<file path="src/rtl/sdpg_pkg.sv">
// ---------------------------------------------------------------------------
// sdpg_pkg - shared definitions for the step/dir pulse generator
// field widths, register indexes, action codes and reset values
// ---------------------------------------------------------------------------
package sdpg_pkg;

  // fixed field widths
  localparam int ACTION_W     = 2;
  localparam int STEP_COUNT_W = 32;
  localparam int DELAY_W      = 16;
  localparam int PULSE_W      = 10;
  localparam int SETUP_W      = 10;
  localparam int STEPS_W      = 31;
  localparam int CFG_DATA_W   = 16;
  localparam int CFG_INDEX_W  = 2;

  // parameter defaults
  localparam int POSITION_WIDTH_DEF = 32;
  localparam int PERIOD_WIDTH_DEF   = 16;

  // configuration register indexes
  localparam logic [CFG_INDEX_W-1:0] REG_PULSE_WIDTH   = 2'd0;
  localparam logic [CFG_INDEX_W-1:0] REG_DIR_SETUP     = 2'd1;
  localparam logic [CFG_INDEX_W-1:0] REG_DEFAULT_DELAY = 2'd2;

  // configuration reset values
  localparam logic [PULSE_W-1:0] PULSE_WIDTH_RST   = 10'd5;
  localparam logic [SETUP_W-1:0] DIR_SETUP_RST     = 10'd5;
  localparam logic [DELAY_W-1:0] DEFAULT_DELAY_RST = 16'd1000;

  // largest step count a move can hold
  localparam logic [STEPS_W-1:0] STEPS_MAX = {STEPS_W{1'b1}};

  typedef enum logic [ACTION_W-1:0] {
    ACT_TICK = 2'd0,
    ACT_MOVE = 2'd1,
    ACT_HOME = 2'd2,
    ACT_STOP = 2'd3
  } action_t;

endpackage

</file>
<file path="src/rtl/stepper_step_dir_pulse_generator.sv">
// ---------------------------------------------------------------------------
// stepper_step_dir_pulse_generator - step/direction stepper pulse generator
// result: registered, valid in the cycle after its input transfer
// throughput: one input transfer per cycle, the result register is refilled
//   in the same cycle it is taken, so the input only stalls on a full,
//   stalled result register
// reset: synchronous active-low rst_n; driver disabled, idle, position zero,
//   registers back to their default values, result register empty
// ---------------------------------------------------------------------------
module stepper_step_dir_pulse_generator #(
  parameter int POSITION_WIDTH = sdpg_pkg::POSITION_WIDTH_DEF,
  parameter int PERIOD_WIDTH   = sdpg_pkg::PERIOD_WIDTH_DEF
) (
  input  logic                                  clk,
  input  logic                                  rst_n,

  // configuration write port
  input  logic                                  cfg_we,
  input  logic [sdpg_pkg::CFG_INDEX_W-1:0]      cfg_index,
  input  logic [sdpg_pkg::CFG_DATA_W-1:0]       cfg_data,

  // input channel
  input  logic                                  in_valid,
  output logic                                  in_stall,
  input  logic [sdpg_pkg::ACTION_W-1:0]         in_action,
  input  logic signed [sdpg_pkg::STEP_COUNT_W-1:0] in_step_count,
  input  logic [sdpg_pkg::DELAY_W-1:0]          in_step_delay_us,
  input  logic                                  in_home_forward,

  // result channel
  output logic                                  out_valid,
  input  logic                                  out_stall,
  output logic                                  out_step_out,
  output logic                                  out_dir_out,
  output logic                                  out_enable_n,
  output logic                                  out_idle,
  output logic signed [POSITION_WIDTH-1:0]      out_position
);

  localparam int STEPS_W = sdpg_pkg::STEPS_W;
  localparam int PULSE_W = sdpg_pkg::PULSE_W;
  localparam int SETUP_W = sdpg_pkg::SETUP_W;
  localparam int DELAY_W = sdpg_pkg::DELAY_W;
  localparam int CNT_W   = sdpg_pkg::STEP_COUNT_W;

  // configuration registers
  logic [PULSE_W-1:0] pulse_width_r;
  logic [SETUP_W-1:0] dir_setup_r;
  logic [DELAY_W-1:0] default_delay_r;

  // run state
  logic                      running_r,   running_nxt;
  logic                      homing_r,    homing_nxt;
  logic                      fwd_r,       fwd_nxt;
  logic                      disabled_r,  disabled_nxt;
  logic [STEPS_W-1:0]        steps_r,     steps_nxt;
  logic [PERIOD_WIDTH-1:0]   period_r,    period_nxt;
  logic [PERIOD_WIDTH-1:0]   per_cnt_r,   per_cnt_nxt;
  logic [PULSE_W-1:0]        pulse_cnt_r, pulse_cnt_nxt;
  logic [SETUP_W-1:0]        setup_cnt_r, setup_cnt_nxt;
  logic [POSITION_WIDTH-1:0] pos_r,       pos_nxt;

  // result register
  logic out_valid_r;

  logic in_xfer;
  logic out_free;

  // the result register is free when empty or being taken this cycle
  assign out_free = !out_valid_r || !out_stall;
  assign in_stall = !out_free;
  assign in_xfer  = in_valid && out_free;

  // ---- command decode helpers ----
  sdpg_pkg::action_t action;
  assign action = sdpg_pkg::action_t'(in_action);

  // move magnitude, most negative count saturates
  logic              cnt_neg;
  logic [CNT_W-1:0]  cnt_mag;
  logic [STEPS_W-1:0] move_steps;
  assign cnt_neg    = in_step_count[CNT_W-1];
  assign cnt_mag    = cnt_neg ? (CNT_W'(0) - CNT_W'(in_step_count)) : CNT_W'(in_step_count);
  assign move_steps = cnt_mag[CNT_W-1] ? sdpg_pkg::STEPS_MAX : cnt_mag[STEPS_W-1:0];

  // effective period: zero picks the default, fit to period width, zero means one
  logic [DELAY_W-1:0]              delay_sel;
  logic [DELAY_W+PERIOD_WIDTH-1:0] delay_wide;
  logic [PERIOD_WIDTH-1:0]         period_fit;
  logic [PERIOD_WIDTH-1:0]         period_load;
  assign delay_sel   = (in_step_delay_us == '0) ? default_delay_r : in_step_delay_us;
  assign delay_wide  = {{PERIOD_WIDTH{1'b0}}, delay_sel};
  assign period_fit  = delay_wide[PERIOD_WIDTH-1:0];
  assign period_load = (period_fit == '0) ? PERIOD_WIDTH'(1) : period_fit;

  // zero pulse width acts as one tick
  logic [PULSE_W-1:0] pulse_load;
  assign pulse_load = (pulse_width_r == '0) ? PULSE_W'(1) : pulse_width_r;

  // ---- tick datapath ----
  logic [PULSE_W-1:0]      pulse_dec;
  logic                    pulse_end;
  logic [STEPS_W-1:0]      steps_dec;
  logic                    move_done;
  logic [PERIOD_WIDTH-1:0] per_inc;
  logic [PULSE_W-1:0]      pulse_after;
  logic [POSITION_WIDTH-1:0] pos_step;

  assign pulse_dec   = pulse_cnt_r - PULSE_W'(1);
  assign pulse_end   = (pulse_cnt_r != '0) && (pulse_dec == '0);
  assign steps_dec   = (steps_r != '0) ? (steps_r - STEPS_W'(1)) : steps_r;
  assign move_done   = pulse_end && !homing_r && (steps_dec == '0);
  assign per_inc     = per_cnt_r + PERIOD_WIDTH'(1);
  assign pulse_after = (pulse_cnt_r != '0) ? pulse_dec : pulse_cnt_r;
  assign pos_step    = fwd_r ? (pos_r + POSITION_WIDTH'(1)) : (pos_r - POSITION_WIDTH'(1));

  always_comb begin
    running_nxt   = running_r;
    homing_nxt    = homing_r;
    fwd_nxt       = fwd_r;
    disabled_nxt  = disabled_r;
    steps_nxt     = steps_r;
    period_nxt    = period_r;
    per_cnt_nxt   = per_cnt_r;
    pulse_cnt_nxt = pulse_cnt_r;
    setup_cnt_nxt = setup_cnt_r;
    pos_nxt       = pos_r;

    case (action)
      sdpg_pkg::ACT_TICK: begin
        if (running_r) begin
          if (setup_cnt_r != '0) begin
            // direction setup still counting
            setup_cnt_nxt = setup_cnt_r - SETUP_W'(1);
          end else if (move_done) begin
            // last step of a move finished: halt and disable
            pos_nxt       = pos_step;
            running_nxt   = 1'b0;
            homing_nxt    = 1'b0;
            steps_nxt     = '0;
            per_cnt_nxt   = '0;
            pulse_cnt_nxt = '0;
            disabled_nxt  = 1'b1;
          end else begin
            pulse_cnt_nxt = pulse_after;
            if (pulse_end) begin
              pos_nxt = pos_step;
              if (!homing_r) begin
                steps_nxt = steps_dec;
              end
            end
            if (per_inc >= period_r) begin
              // period expired; a pulse still high swallows this step
              per_cnt_nxt = '0;
              if (pulse_after == '0) begin
                pulse_cnt_nxt = pulse_load;
              end
            end else begin
              per_cnt_nxt = per_inc;
            end
          end
        end
      end
      sdpg_pkg::ACT_MOVE: begin
        // zero count leaves any run alone
        if (in_step_count != '0) begin
          running_nxt   = 1'b1;
          homing_nxt    = 1'b0;
          fwd_nxt       = !cnt_neg;
          disabled_nxt  = 1'b0;
          steps_nxt     = move_steps;
          period_nxt    = period_load;
          per_cnt_nxt   = '0;
          pulse_cnt_nxt = '0;
          setup_cnt_nxt = dir_setup_r;
        end
      end
      sdpg_pkg::ACT_HOME: begin
        running_nxt   = 1'b1;
        homing_nxt    = 1'b1;
        fwd_nxt       = in_home_forward;
        disabled_nxt  = 1'b0;
        steps_nxt     = '0;
        period_nxt    = period_load;
        per_cnt_nxt   = '0;
        pulse_cnt_nxt = '0;
        setup_cnt_nxt = dir_setup_r;
      end
      default: begin
        // stop: cut any pulse, disable the driver, keep direction
        running_nxt   = 1'b0;
        homing_nxt    = 1'b0;
        steps_nxt     = '0;
        per_cnt_nxt   = '0;
        pulse_cnt_nxt = '0;
        setup_cnt_nxt = '0;
        disabled_nxt  = 1'b1;
      end
    endcase
  end

  // configuration writes, unknown indexes dropped
  always_ff @(posedge clk) begin
    if (!rst_n) begin
      pulse_width_r   <= sdpg_pkg::PULSE_WIDTH_RST;
      dir_setup_r     <= sdpg_pkg::DIR_SETUP_RST;
      default_delay_r <= sdpg_pkg::DEFAULT_DELAY_RST;
    end else if (cfg_we) begin
      case (cfg_index)
        sdpg_pkg::REG_PULSE_WIDTH:   pulse_width_r   <= cfg_data[PULSE_W-1:0];
        sdpg_pkg::REG_DIR_SETUP:     dir_setup_r     <= cfg_data[SETUP_W-1:0];
        sdpg_pkg::REG_DEFAULT_DELAY: default_delay_r <= cfg_data[DELAY_W-1:0];
        default: ;
      endcase
    end
  end

  // run state advances only on an input transfer
  always_ff @(posedge clk) begin
    if (!rst_n) begin
      running_r   <= 1'b0;
      homing_r    <= 1'b0;
      fwd_r       <= 1'b0;
      disabled_r  <= 1'b1;
      steps_r     <= '0;
      period_r    <= '0;
      per_cnt_r   <= '0;
      pulse_cnt_r <= '0;
      setup_cnt_r <= '0;
      pos_r       <= '0;
    end else if (in_xfer) begin
      running_r   <= running_nxt;
      homing_r    <= homing_nxt;
      fwd_r       <= fwd_nxt;
      disabled_r  <= disabled_nxt;
      steps_r     <= steps_nxt;
      period_r    <= period_nxt;
      per_cnt_r   <= per_cnt_nxt;
      pulse_cnt_r <= pulse_cnt_nxt;
      setup_cnt_r <= setup_cnt_nxt;
      pos_r       <= pos_nxt;
    end
  end

  // result register: pin levels after the item is applied
  logic                      step_q_r;
  logic                      dir_q_r;
  logic                      en_n_q_r;
  logic                      idle_q_r;
  logic [POSITION_WIDTH-1:0] pos_q_r;

  always_ff @(posedge clk) begin
    if (!rst_n) begin
      out_valid_r <= 1'b0;
    end else if (out_free) begin
      out_valid_r <= in_valid;
    end
  end

  always_ff @(posedge clk) begin
    if (in_xfer) begin
      step_q_r <= (pulse_cnt_nxt != '0);
      dir_q_r  <= fwd_nxt;
      en_n_q_r <= disabled_nxt;
      idle_q_r <= !running_nxt;
      pos_q_r  <= pos_nxt;
    end
  end

  assign out_valid    = out_valid_r;
  assign out_step_out = step_q_r;
  assign out_dir_out  = dir_q_r;
  assign out_enable_n = en_n_q_r;
  assign out_idle     = idle_q_r;
  assign out_position = signed'(pos_q_r);

endmodule
</file>
<file path="config.mk">
export PLATFORM = sky130hd
export DESIGN_NAME = stepper_step_dir_pulse_generator
export DESIGN_NICKNAME = d
export VERILOG_FILES = /design/src/rtl/sdpg_pkg.sv /design/src/rtl/stepper_step_dir_pulse_generator.sv
export SDC_FILE = /design/constraint.sdc
export NUM_CORES = 1
export LEC_CHECK = 0
export BUFFER_PORTS_ARGS = -buffer_cell sky130_fd_sc_hd__buf_2
export CORE_ASPECT_RATIO = 1.1
export CORE_MARGIN = 5
export CORE_UTILIZATION = 30
export CTS_BUF_LIST = sky130_fd_sc_hd__clkbuf_4 sky130_fd_sc_hd__clkbuf_8
export DETAILED_ROUTE_END_ITERATION = 10
export PLACE_DENSITY = 0.46
export SLEW_MARGIN = 5
export SYNTH_ARGS = -nofsm -noshare
export SYNTH_HDL_FRONTEND = slang
export SYNTH_SLANG_ARGS = --single-unit
</file>
<file path="constraint.sdc">
create_clock -name clk -period 5.3 [get_ports clk]
set_input_delay 0.265 -clock clk [delete_from_list [all_inputs] [get_ports clk]]
set_output_delay 0.265 -clock clk [all_outputs]
set_load 0.02 [all_outputs]
</file>
Word level (Yosys, flattened, before mapping)
Index checks and enable logic that the tools add are counted.
{"block": "op_classes", "reduce_logical": 33, "n_eq_ne": 11, "n_mux": 56, "add_sub_neg": 7, "magnitude_cmp": 1}
{"operator": "31-bit two-way mux", "n": 8}
{"operator": "32-bit two-way mux", "n": 7}
{"operator": "16-bit two-way mux", "n": 8}
{"operator": "10-bit two-way mux", "n": 11}
{"operator": "16-bit case mux with 2 select lines", "n": 2}
{"operator": "31-bit case mux with 2 select lines", "n": 1}
{"operator": "32-bit by 1-bit adder with 32-bit output (second input constant)", "n": 1}
{"operator": "16-bit logical NOT", "n": 2}
{"operator": "32-bit nonzero test", "n": 1}
{"operator": "1-bit by 32-bit subtractor with 32-bit output (first input constant)", "n": 1}
{"operator": "32-bit by 1-bit subtractor with 32-bit output (second input constant)", "n": 1}
{"operator": "31-bit logical NOT", "n": 1}
{"operator": "31-bit nonzero test", "n": 1}
{"operator": "31-bit by 1-bit subtractor with 31-bit output (second input constant)", "n": 1}
{"operator": "10-bit logical NOT", "n": 3}
{"operator": "10-bit case mux with 3 select lines", "n": 1}
{"operator": "10-bit nonzero test", "n": 3}
{"operator": "10-bit case mux with 2 select lines", "n": 1}
{"operator": "10-bit by 1-bit subtractor with 10-bit output (second input constant)", "n": 2}
{"operator": "16-bit by 1-bit adder with 16-bit output (second input constant)", "n": 1}
{"operator": "16-bit greater-or-equal comparator", "n": 1}
{"operator": "1-bit two-way mux", "n": 13}
{"operator": "2-bit inequality test (second input constant)", "n": 5}
{"operator": "1-bit case mux with 3 select lines", "n": 3}
{"operator": "other kinds (14)", "n": 29}
{"block": "word_totals", "output_inout_bits": 38, "input_bits": 74, "reg_bits": 192, "word_cells": 127}

Longest topological paths before layout
Gate-level depths: netlist (run 1).
{"block": "logic_depth", "word_depth": 10, "depth_mapped": 17, "mapped_depth_nobuf": 16}

Least setup slack after synthesis (run 1)
Ideal clock, no wire load.
{"block": "synth_timing", "path_kind": "flip-flop to flip-flop", "from": "register per_cnt_r[2]", "to": "register step_q_r, in the netlist out_step_out (data pin)", "required_time_ps": 5041, "path_stages_with_launch": 18, "path_slack_ps": 1404, "n_path_buf": 1, "period_less_slack_ps": 3896, "setup_time_ps": 259, "t_arrival_ps": 3637, "cell_sequence": "dfxtp_1 -> and3_1 -> and3_1 -> and3_1 -> clkbuf_1 -> nand2_1 -> nor3_1 -> xor2_1 -> ha_1 -> a21o_1 -> a21o_1 -> a21oi_1 -> o21ai_0 -> a21oi_1 -> nor2_1 -> a2111oi_0 -> nand4_1 -> a211o_1"}
{"block": "synth_via", "elab_chain_len": 8}
{"item": "start: declaration", "line_no": "stepper_step_dir_pulse_generator.sv:58", "rtl": "logic [PERIOD_WIDTH-1:0] per_cnt_r, per_cnt_nxt;"}
{"item": "start signal: assignment", "line_no": "stepper_step_dir_pulse_generator.sv:238", "rtl": "per_cnt_r <= per_cnt_nxt;"}
{"item": "16-bit by 1-bit adder with 16-bit output", "line_no": "stepper_step_dir_pulse_generator.sv:113", "rtl": "assign per_inc = per_cnt_r + PERIOD_WIDTH'(1);"}
{"item": "16-bit greater-or-equal comparator", "line_no": "stepper_step_dir_pulse_generator.sv:152", "rtl": "if (per_inc >= period_r) begin"}
{"item": "10-bit two-way mux", "line_no": "stepper_step_dir_pulse_generator.sv:152"}
{"item": "10-bit two-way mux", "line_no": "stepper_step_dir_pulse_generator.sv:135", "rtl": "end else if (move_done) begin"}
{"item": "10-bit two-way mux", "line_no": "stepper_step_dir_pulse_generator.sv:132", "rtl": "if (setup_cnt_r != '0) begin"}
{"item": "10-bit two-way mux", "line_no": "stepper_step_dir_pulse_generator.sv:131", "rtl": "if (running_r) begin"}
{"item": "10-bit case mux with 2 select lines", "line_no": "stepper_step_dir_pulse_generator.sv:129", "rtl": "case (action)"}
{"item": "10-bit nonzero test", "line_no": "stepper_step_dir_pulse_generator.sv:262", "rtl": "step_q_r <= (pulse_cnt_nxt != '0);"}
{"item": "end signal: assignment", "line_no": "stepper_step_dir_pulse_generator.sv:262"}
{"item": "end: declaration", "line_no": "stepper_step_dir_pulse_generator.sv:246", "rtl": "logic step_q_r;"}
No other way between the ends.
A chain may end at the register's enable or synchronous reset.

Final worst setup path (run 1)
Same ends and word-level chain as after synthesis.

==> results.sh, run 1 <==
export IMPL_ys_seq_area_share_pct=33.1
export IMPL_wl_mm=40.6
export IMPL_maxCapViolations=0
export IMPL_finalCritPeriodShare_pct=82.2
export IMPL_slew_violations=0
export IMPL_postCtsSetupBuffers=0
export IMPL_synth_edf_count=36
export IMPL_r2r_slack_ns=0.94
export IMPL_yosysWarnings=0
export IMPL_synthTopCellsByCount="nand2_1, dfxtp_1, nor2_1"
export IMPL_route_detailed_drc=0
export IMPL_fmax_mhz=230
export IMPL_worstPathArrival_ns=4.63
export IMPL_syn_area_sq_um=12700
export IMPL_holdWs_ns=0.0706
export IMPL_worst_ep_required_time_ns=5.57
export IMPL_dieHeight_um=226
export IMPL_rsz0062_at_grt="no"
export IMPL_finalSetupTns_ns=0
export IMPL_endpoint_kind="flip-flop"
export IMPL_startpoint_type="flip-flop"
export IMPL_cts_max_level=4
export IMPL_fin_util_pct=34.1
export IMPL_layout_drive_gt1_share_pct=12.4
export IMPL_criticalPathCategory="flip-flop to flip-flop"
export IMPL_finalSetupViolCount=0
export IMPL_ir_worst_vdd_uv=162
export IMPL_syn2layout_area_growth_pct=13.1
export IMPL_antenna_found_initial=1
export IMPL_synth_nets=1743
export IMPL_dominantRegCellSynth="dfxtp_1"
export IMPL_grt_max_degree=68
export IMPL_die_width_um=206
export IMPL_max_clock_path_buffers=2
export IMPL_numCtsBuffers=17
export IMPL_drtIter0Drc=814
export IMPL_start_util_pct=30.2
export IMPL_gp_congestion=0.905
export IMPL_wl_per_cell_um=17.8
export IMPL_cellLeakagePower_nw=5.58
export IMPL_register_area_sq_um=4200
export IMPL_yosys_area_top_type="dfxtp_1"
export IMPL_die_area_sq_um=46600
export IMPL_worst_pin_slew_ns=1.13
export IMPL_ant_nets=0
export IMPL_power_density_nw_per_um2=260
export IMPL_netlist_top_cells_area="dfxtp_1, edfxtp_1, nand2_1, a21oi_1, ha_1"
export IMPL_min_delay_path_depth=3
export IMPL_hold_violations=0
export IMPL_min_path_type="primary input to flip-flop"
export IMPL_relSlewSlack_pct=24.5
export IMPL_crit_fanout=9
export IMPL_core_area_sq_um=42100
export IMPL_row_count=79
export IMPL_status="complete, no violations"
export IMPL_cts_sinks=192
export IMPL_grt_pass1_wl_mm=64.9
export IMPL_place_detailed_hpwl_mm=29.8
export IMPL_synth_area_per_cell_sq_um=7.88
export IMPL_io_pins=112
export IMPL_fin_skew_ns=0.0196
export IMPL_cts_root_buf="clkbuf_8"
export IMPL_fillers=4613
export IMPL_rr_worst_depth=16
export IMPL_ys_types=88
export IMPL_grt_pass1_vias=11700
export IMPL_ys_seq_elements=192
export IMPL_fin_nets=1830
export IMPL_viasPerCell=5.41
export IMPL_synth_most_common_cell="nand2_1"
export IMPL_multi_input_area_sq_um=7950
export IMPL_track_usage_pct=17.3
export IMPL_io_buffers=111
export IMPL_path_clk_slew_ns=0.11
export IMPL_grt_ovfl_total=0
export IMPL_clock_latency_ns=0.52
export IMPL_first_pass_iters=5
export IMPL_synth_top_cell_area_share_pct=24.6
export IMPL_syn_inst=1612
export IMPL_routed_via_count=12300
export IMPL_tritoncts="built"
export IMPL_min_period_ns=4.36
export IMPL_synthArstFlopShare_pct=0
per-layer routing:
metal  up-vias  wire [um]  global-route usage [%]
met5         -          0                       0
met4         0        809                    4.89
met3        47       1790                    2.77
met2       292      18800                    28.3
met1      5855      19100                    23.7
li1       6134          -                       -
stage by stage:
stage | total power, mW | cells | cell area (sq um) | setup slack (ns)
after global routing | 3.97 | 2280 | 14400 | 0.502
after floorplan | 2.42 | 1612 | 12700 | 1.40
after detailed placement | 2.73 | 2230 | 13800 | 1.01
after CTS | 3.80 | 2279 | 14400 | 0.962
after global placement | 2.73 | 2230 | 13800 | 1.00
final | 3.74 | 2280 | 14400 | 0.943
final timing paths:
path,end,startpoint
worst max register to register,out_step_out,per_cnt_r[2]
worst min-delay path,steps_r[0],in_step_count[0]
worst min register to register,dir_setup_r[8],dir_setup_r[8]
worst max-delay path,out_step_out,per_cnt_r[2]
logic make-up (layout without fill, tap and decap cells):
family	after synthesis	count (layout)	synth area share, %
simple gates	657	657	25.7
other cells	0	1	0
buf+inv	136	236	4.48
fa+ha+maj	57	57	5.67
mux	28	28	2.30
flops	192	192	33.1
compound gates	476	476	24.2
xor+xnor	66	66	4.55
sequential cells by signal (all words and copies together) (netlist names), 10 cells and up:
name / cells
default_delay_r: 16
dir_setup_r: 10
out_position: 32
per_cnt_r: 16
period_r: 16
pos_r: 32
pulse_cnt_r: 10
pulse_width_r: 10
setup_cnt_r: 10
steps_r: 31
power by group:
| part | internal [mW] | switching [mW] | leakage [nW] |
|---|---|---|---|
| Combinational | 0.405 | 0.715 | 3.74 |
| Clock | 0.399 | 0.633 | 0.213 |
| Sequential | 1.54 | 0.0477 | 1.63 |
what timing repair did:
item,CTS,global route
hold buffers,17,0
resized for setup,0,0
endpoints found under the hold margin,26,0
cell type report:
type,count,share of cell area (%)
Antenna cell,1,0.0174
Clock buffer,17,1.63
Clock inverter,15,1.22
Inverter,54,1.42
Multi-Input combinational cell,1284,55.3
Sequential cell,192,29.3
Tap cell,567,4.94
Timing Repair Buffer,150,6.20
cell usage in the layout, fill, tap and decap left out, types with 51 or more instances in the layout:
cell type  Yosys  routed
nor3_1        58      58
inv_1         52      51
buf_2          4     111
dfxtp_1      156     156
a21oi_1      144     144
nand2_1      193     193
o21ai_0      104     104
nand3_1       63      63
ha_1          56      56
nor2_1       149     149
critical path, stage by stage, from the launching register on:
cell and delay, ns:
dfxtp_1 0.44, and3_1 0.20, and3_1 0.23, and3_1 0.26, nand2_1 0.10, nor3_1 0.43
xor2_1 0.20, ha_1 0.26, a21o_1 0.18, a21o_1 0.17, a21oi_1 0.13, o21ai_0 0.09
a21oi_1 0.32, nor2_1 0.23, a2111oi_0 0.40, nand4_1 0.17, a211o_1 0.29
Power figures use the tool's default switching activity.
==> run 2: changes to the inputs <==
==> constraint.sdc (replaced) <==
create_clock -name clk -period 4.3 [get_ports clk]
set_input_delay 0.215 -clock clk [delete_from_list [all_inputs] [get_ports clk]]
set_output_delay 0.215 -clock clk [all_outputs]
set_load 0.02 [all_outputs]
==> run 2 against run 1 <==
Effect of this change: non-clock buffer count rose by 25; clock skew is 0.0035 ns higher; cell area increased by 1.5%; largest power group unchanged; setup slack got worse by 0.58 ns; largest cell class unchanged; sequential power is 23% higher; fmax increased by 11%; clock-buffer cell count grew 2.
==> results.sh, run 2 (synthesized netlist as in run 1, its figures left out) <==
export IMPL_status="complete, no violations"
export IMPL_cellLeakagePower_nw=5.70
export IMPL_rsz0062_at_grt="no"
export IMPL_min_path_type="primary input to flip-flop"
export IMPL_min_delay_path_depth=3
export IMPL_viasPerCell=5.40
export IMPL_switching_share_pct=37.3
export IMPL_die_width_um=206
export IMPL_clockPowerShare_pct=26.7
export IMPL_die_area_sq_um=46600
export IMPL_finalSetupTns_ns=0
export IMPL_p_switching_mw=1.73
export IMPL_worst_pin_slew_ns=1.07
export IMPL_drtIter0Drc=748
export IMPL_criticalPathCategory="flip-flop to flip-flop"
export IMPL_worst_ep_required_time_ns=4.72
export IMPL_track_usage_pct=17.7
export IMPL_final_common_cell="nand2_1"
export IMPL_hold_violations=0
export IMPL_hold_start="in_step_delay_us[2]"
export IMPL_dieHeight_um=226
export IMPL_cts_sinks=192
export IMPL_power_density_nw_per_um2=318
export IMPL_gp_congestion=0.895
export IMPL_slew_violations=0
export IMPL_wl_per_cell_um=18.0
export IMPL_endpoint_kind="flip-flop"
export IMPL_fin_nets=1855
export IMPL_fin_skew_ns=0.0230
export IMPL_post_dp_cell_area_sq_um=13900
export IMPL_route_detailed_drc=0
export IMPL_ant_nets=0
export IMPL_tritoncts="built"
export IMPL_clock_latency_ns=0.53
export IMPL_cts_root_buf="clkbuf_8"
export IMPL_grt_pass1_wl_mm=66.0
export IMPL_finalCritPeriodShare_pct=91.5
export IMPL_min_period_ns=3.94
export IMPL_antenna_found_initial=1
export IMPL_rr_startpoint="steps_r[0]"
export IMPL_maxCapViolations=0
export IMPL_max_clock_path_buffers=2
export IMPL_layout_drive_gt1_share_pct=13.4
export IMPL_io_buffers=111
export IMPL_rr_worst_depth=10
export IMPL_start_util_pct=30.2
export IMPL_cts_max_level=4
export IMPL_hold_end="period_r[2]"
export IMPL_r2r_end="steps_r[5]"
export IMPL_fmax_mhz=254
export IMPL_final_cell_mix="nand2_1, dfxtp_1, nor2_1, a21oi_1, buf_2"
export IMPL_routed_via_count=12400
export IMPL_worstPathArrival_ns=4.36
export IMPL_ir_worst_vdd_uv=184
export IMPL_grt_max_degree=57
export IMPL_io_pins=112
export IMPL_crit_fanout=10
export IMPL_relSlewSlack_pct=28.5
export IMPL_core_area_sq_um=42100
export IMPL_seqPwrFrac_pct=42.4
export IMPL_startpoint_type="flip-flop"
export IMPL_wl_mm=41.4
export IMPL_row_count=79
export IMPL_cellInternalPower_mw=2.90
export IMPL_final_area_sq_um=14600
export IMPL_grt_ovfl_total=0
export IMPL_syn2layout_area_growth_pct=14.8
export IMPL_r2r_slack_ns=0.36
export IMPL_pwr_share_comb_pct=31.0
export IMPL_grt_pass1_vias=12000
export IMPL_first_pass_iters=5
export IMPL_path_clk_slew_ns=0.12
export IMPL_numCtsBuffers=17
export IMPL_finalSetupViolCount=0
export IMPL_place_detailed_hpwl_mm=30.8
==> run 2: changes by cell type in the layout (fill, tap and decap cells not counted), sizes merged <==
cell	delta
bufinv	-1
clkbuf	+2
inv	-1
dlygate4sd3	+8
buf	+17
==> run 2: critical path: stages, from the launching register on <==
cell and delay, ns:
dfxtp_1 0.40, or4_1 0.72, or3_1 0.59, nor2_4 0.22, a31oi_1 0.13, or4_1 0.65, nor3_4 0.22, buf_4 0.23
nor2_4 0.08, a31o_1 0.24, a221o_1 0.33
==> run 2: how the worst max path moves through the flow <==
stage / from / to / slack (ns) / cells after the start
finish: steps_r[0] / steps_r[5] / 0.36 / 10
global route: per_cnt_r[0] / out_step_out / 0.06 / 16
CTS: per_cnt_r[0] / out_step_out / 0.08 / 16
detailed placement: per_cnt_r[0] / out_step_out / 0.12 / 16
global placement: steps_r[0] / steps_r[5] / 0.18 / 12
floorplan: per_cnt_r[2] / out_step_out / 0.40 / 17
==> run 2: power by group through the flow <==
stage | registers (mW) | logic [mW] | clock network (mW)
6_report | 1.96 | 1.43 | 1.24
5_1_grt | 1.97 | 1.59 | 1.35
4_1_cts | 1.96 | 1.42 | 1.30
2_1_floorplan | 2.01 | 0.975 | 0
3_3_place_gp | 2.00 | 1.40 | 0
3_5_place_dp | 2.00 | 1.40 | 0
==> run 2: through the flow <==
stage,setup WS [ns],util (%),cells,power (mW),hold WS (ns)
6_report,0.364,34.6,2305,4.63,0.0771
3_3_place_gp,0.184,33.1,2247,3.40,0.439
3_5_place_dp,0.124,33.1,2247,3.40,0.443
5_1_grt,0.0553,34.6,2305,4.91,0.0426
2_1_floorplan,0.404,-,1612,2.98,0.339
4_1_cts,0.0794,34.6,2304,4.68,0.00397
==> run 2: what timing repair did <==
item	4_1_cts	5_1_grt
endpoints found under the setup margin	0	22
endpoints found under the hold margin	43	0
resized for setup	0	4
hold buffers	25	0
setup buffers	0	0
==> run 2: area by class of cell <==
type	count	area, sq um
fillers	4535	27500
clock inverters	13	136
flip-flops and latches	192	4200
clock buffers	19	262
diodes	1	2.50
multi-input cells	1284	7970
inverters	54	204
repair buffers	175	1100
well taps	567	709
==> run 2: metal layers <==
layer,up-vias,global-route usage [%],wire (um),share of wire [%]
met3,54,2.80,1810,4.4
met4,0,5.65,939,2.3
met2,322,28.5,18800,46
li1,6189,-,-,-
met1,5876,24.2,19800,48
met5,-,0,0,0
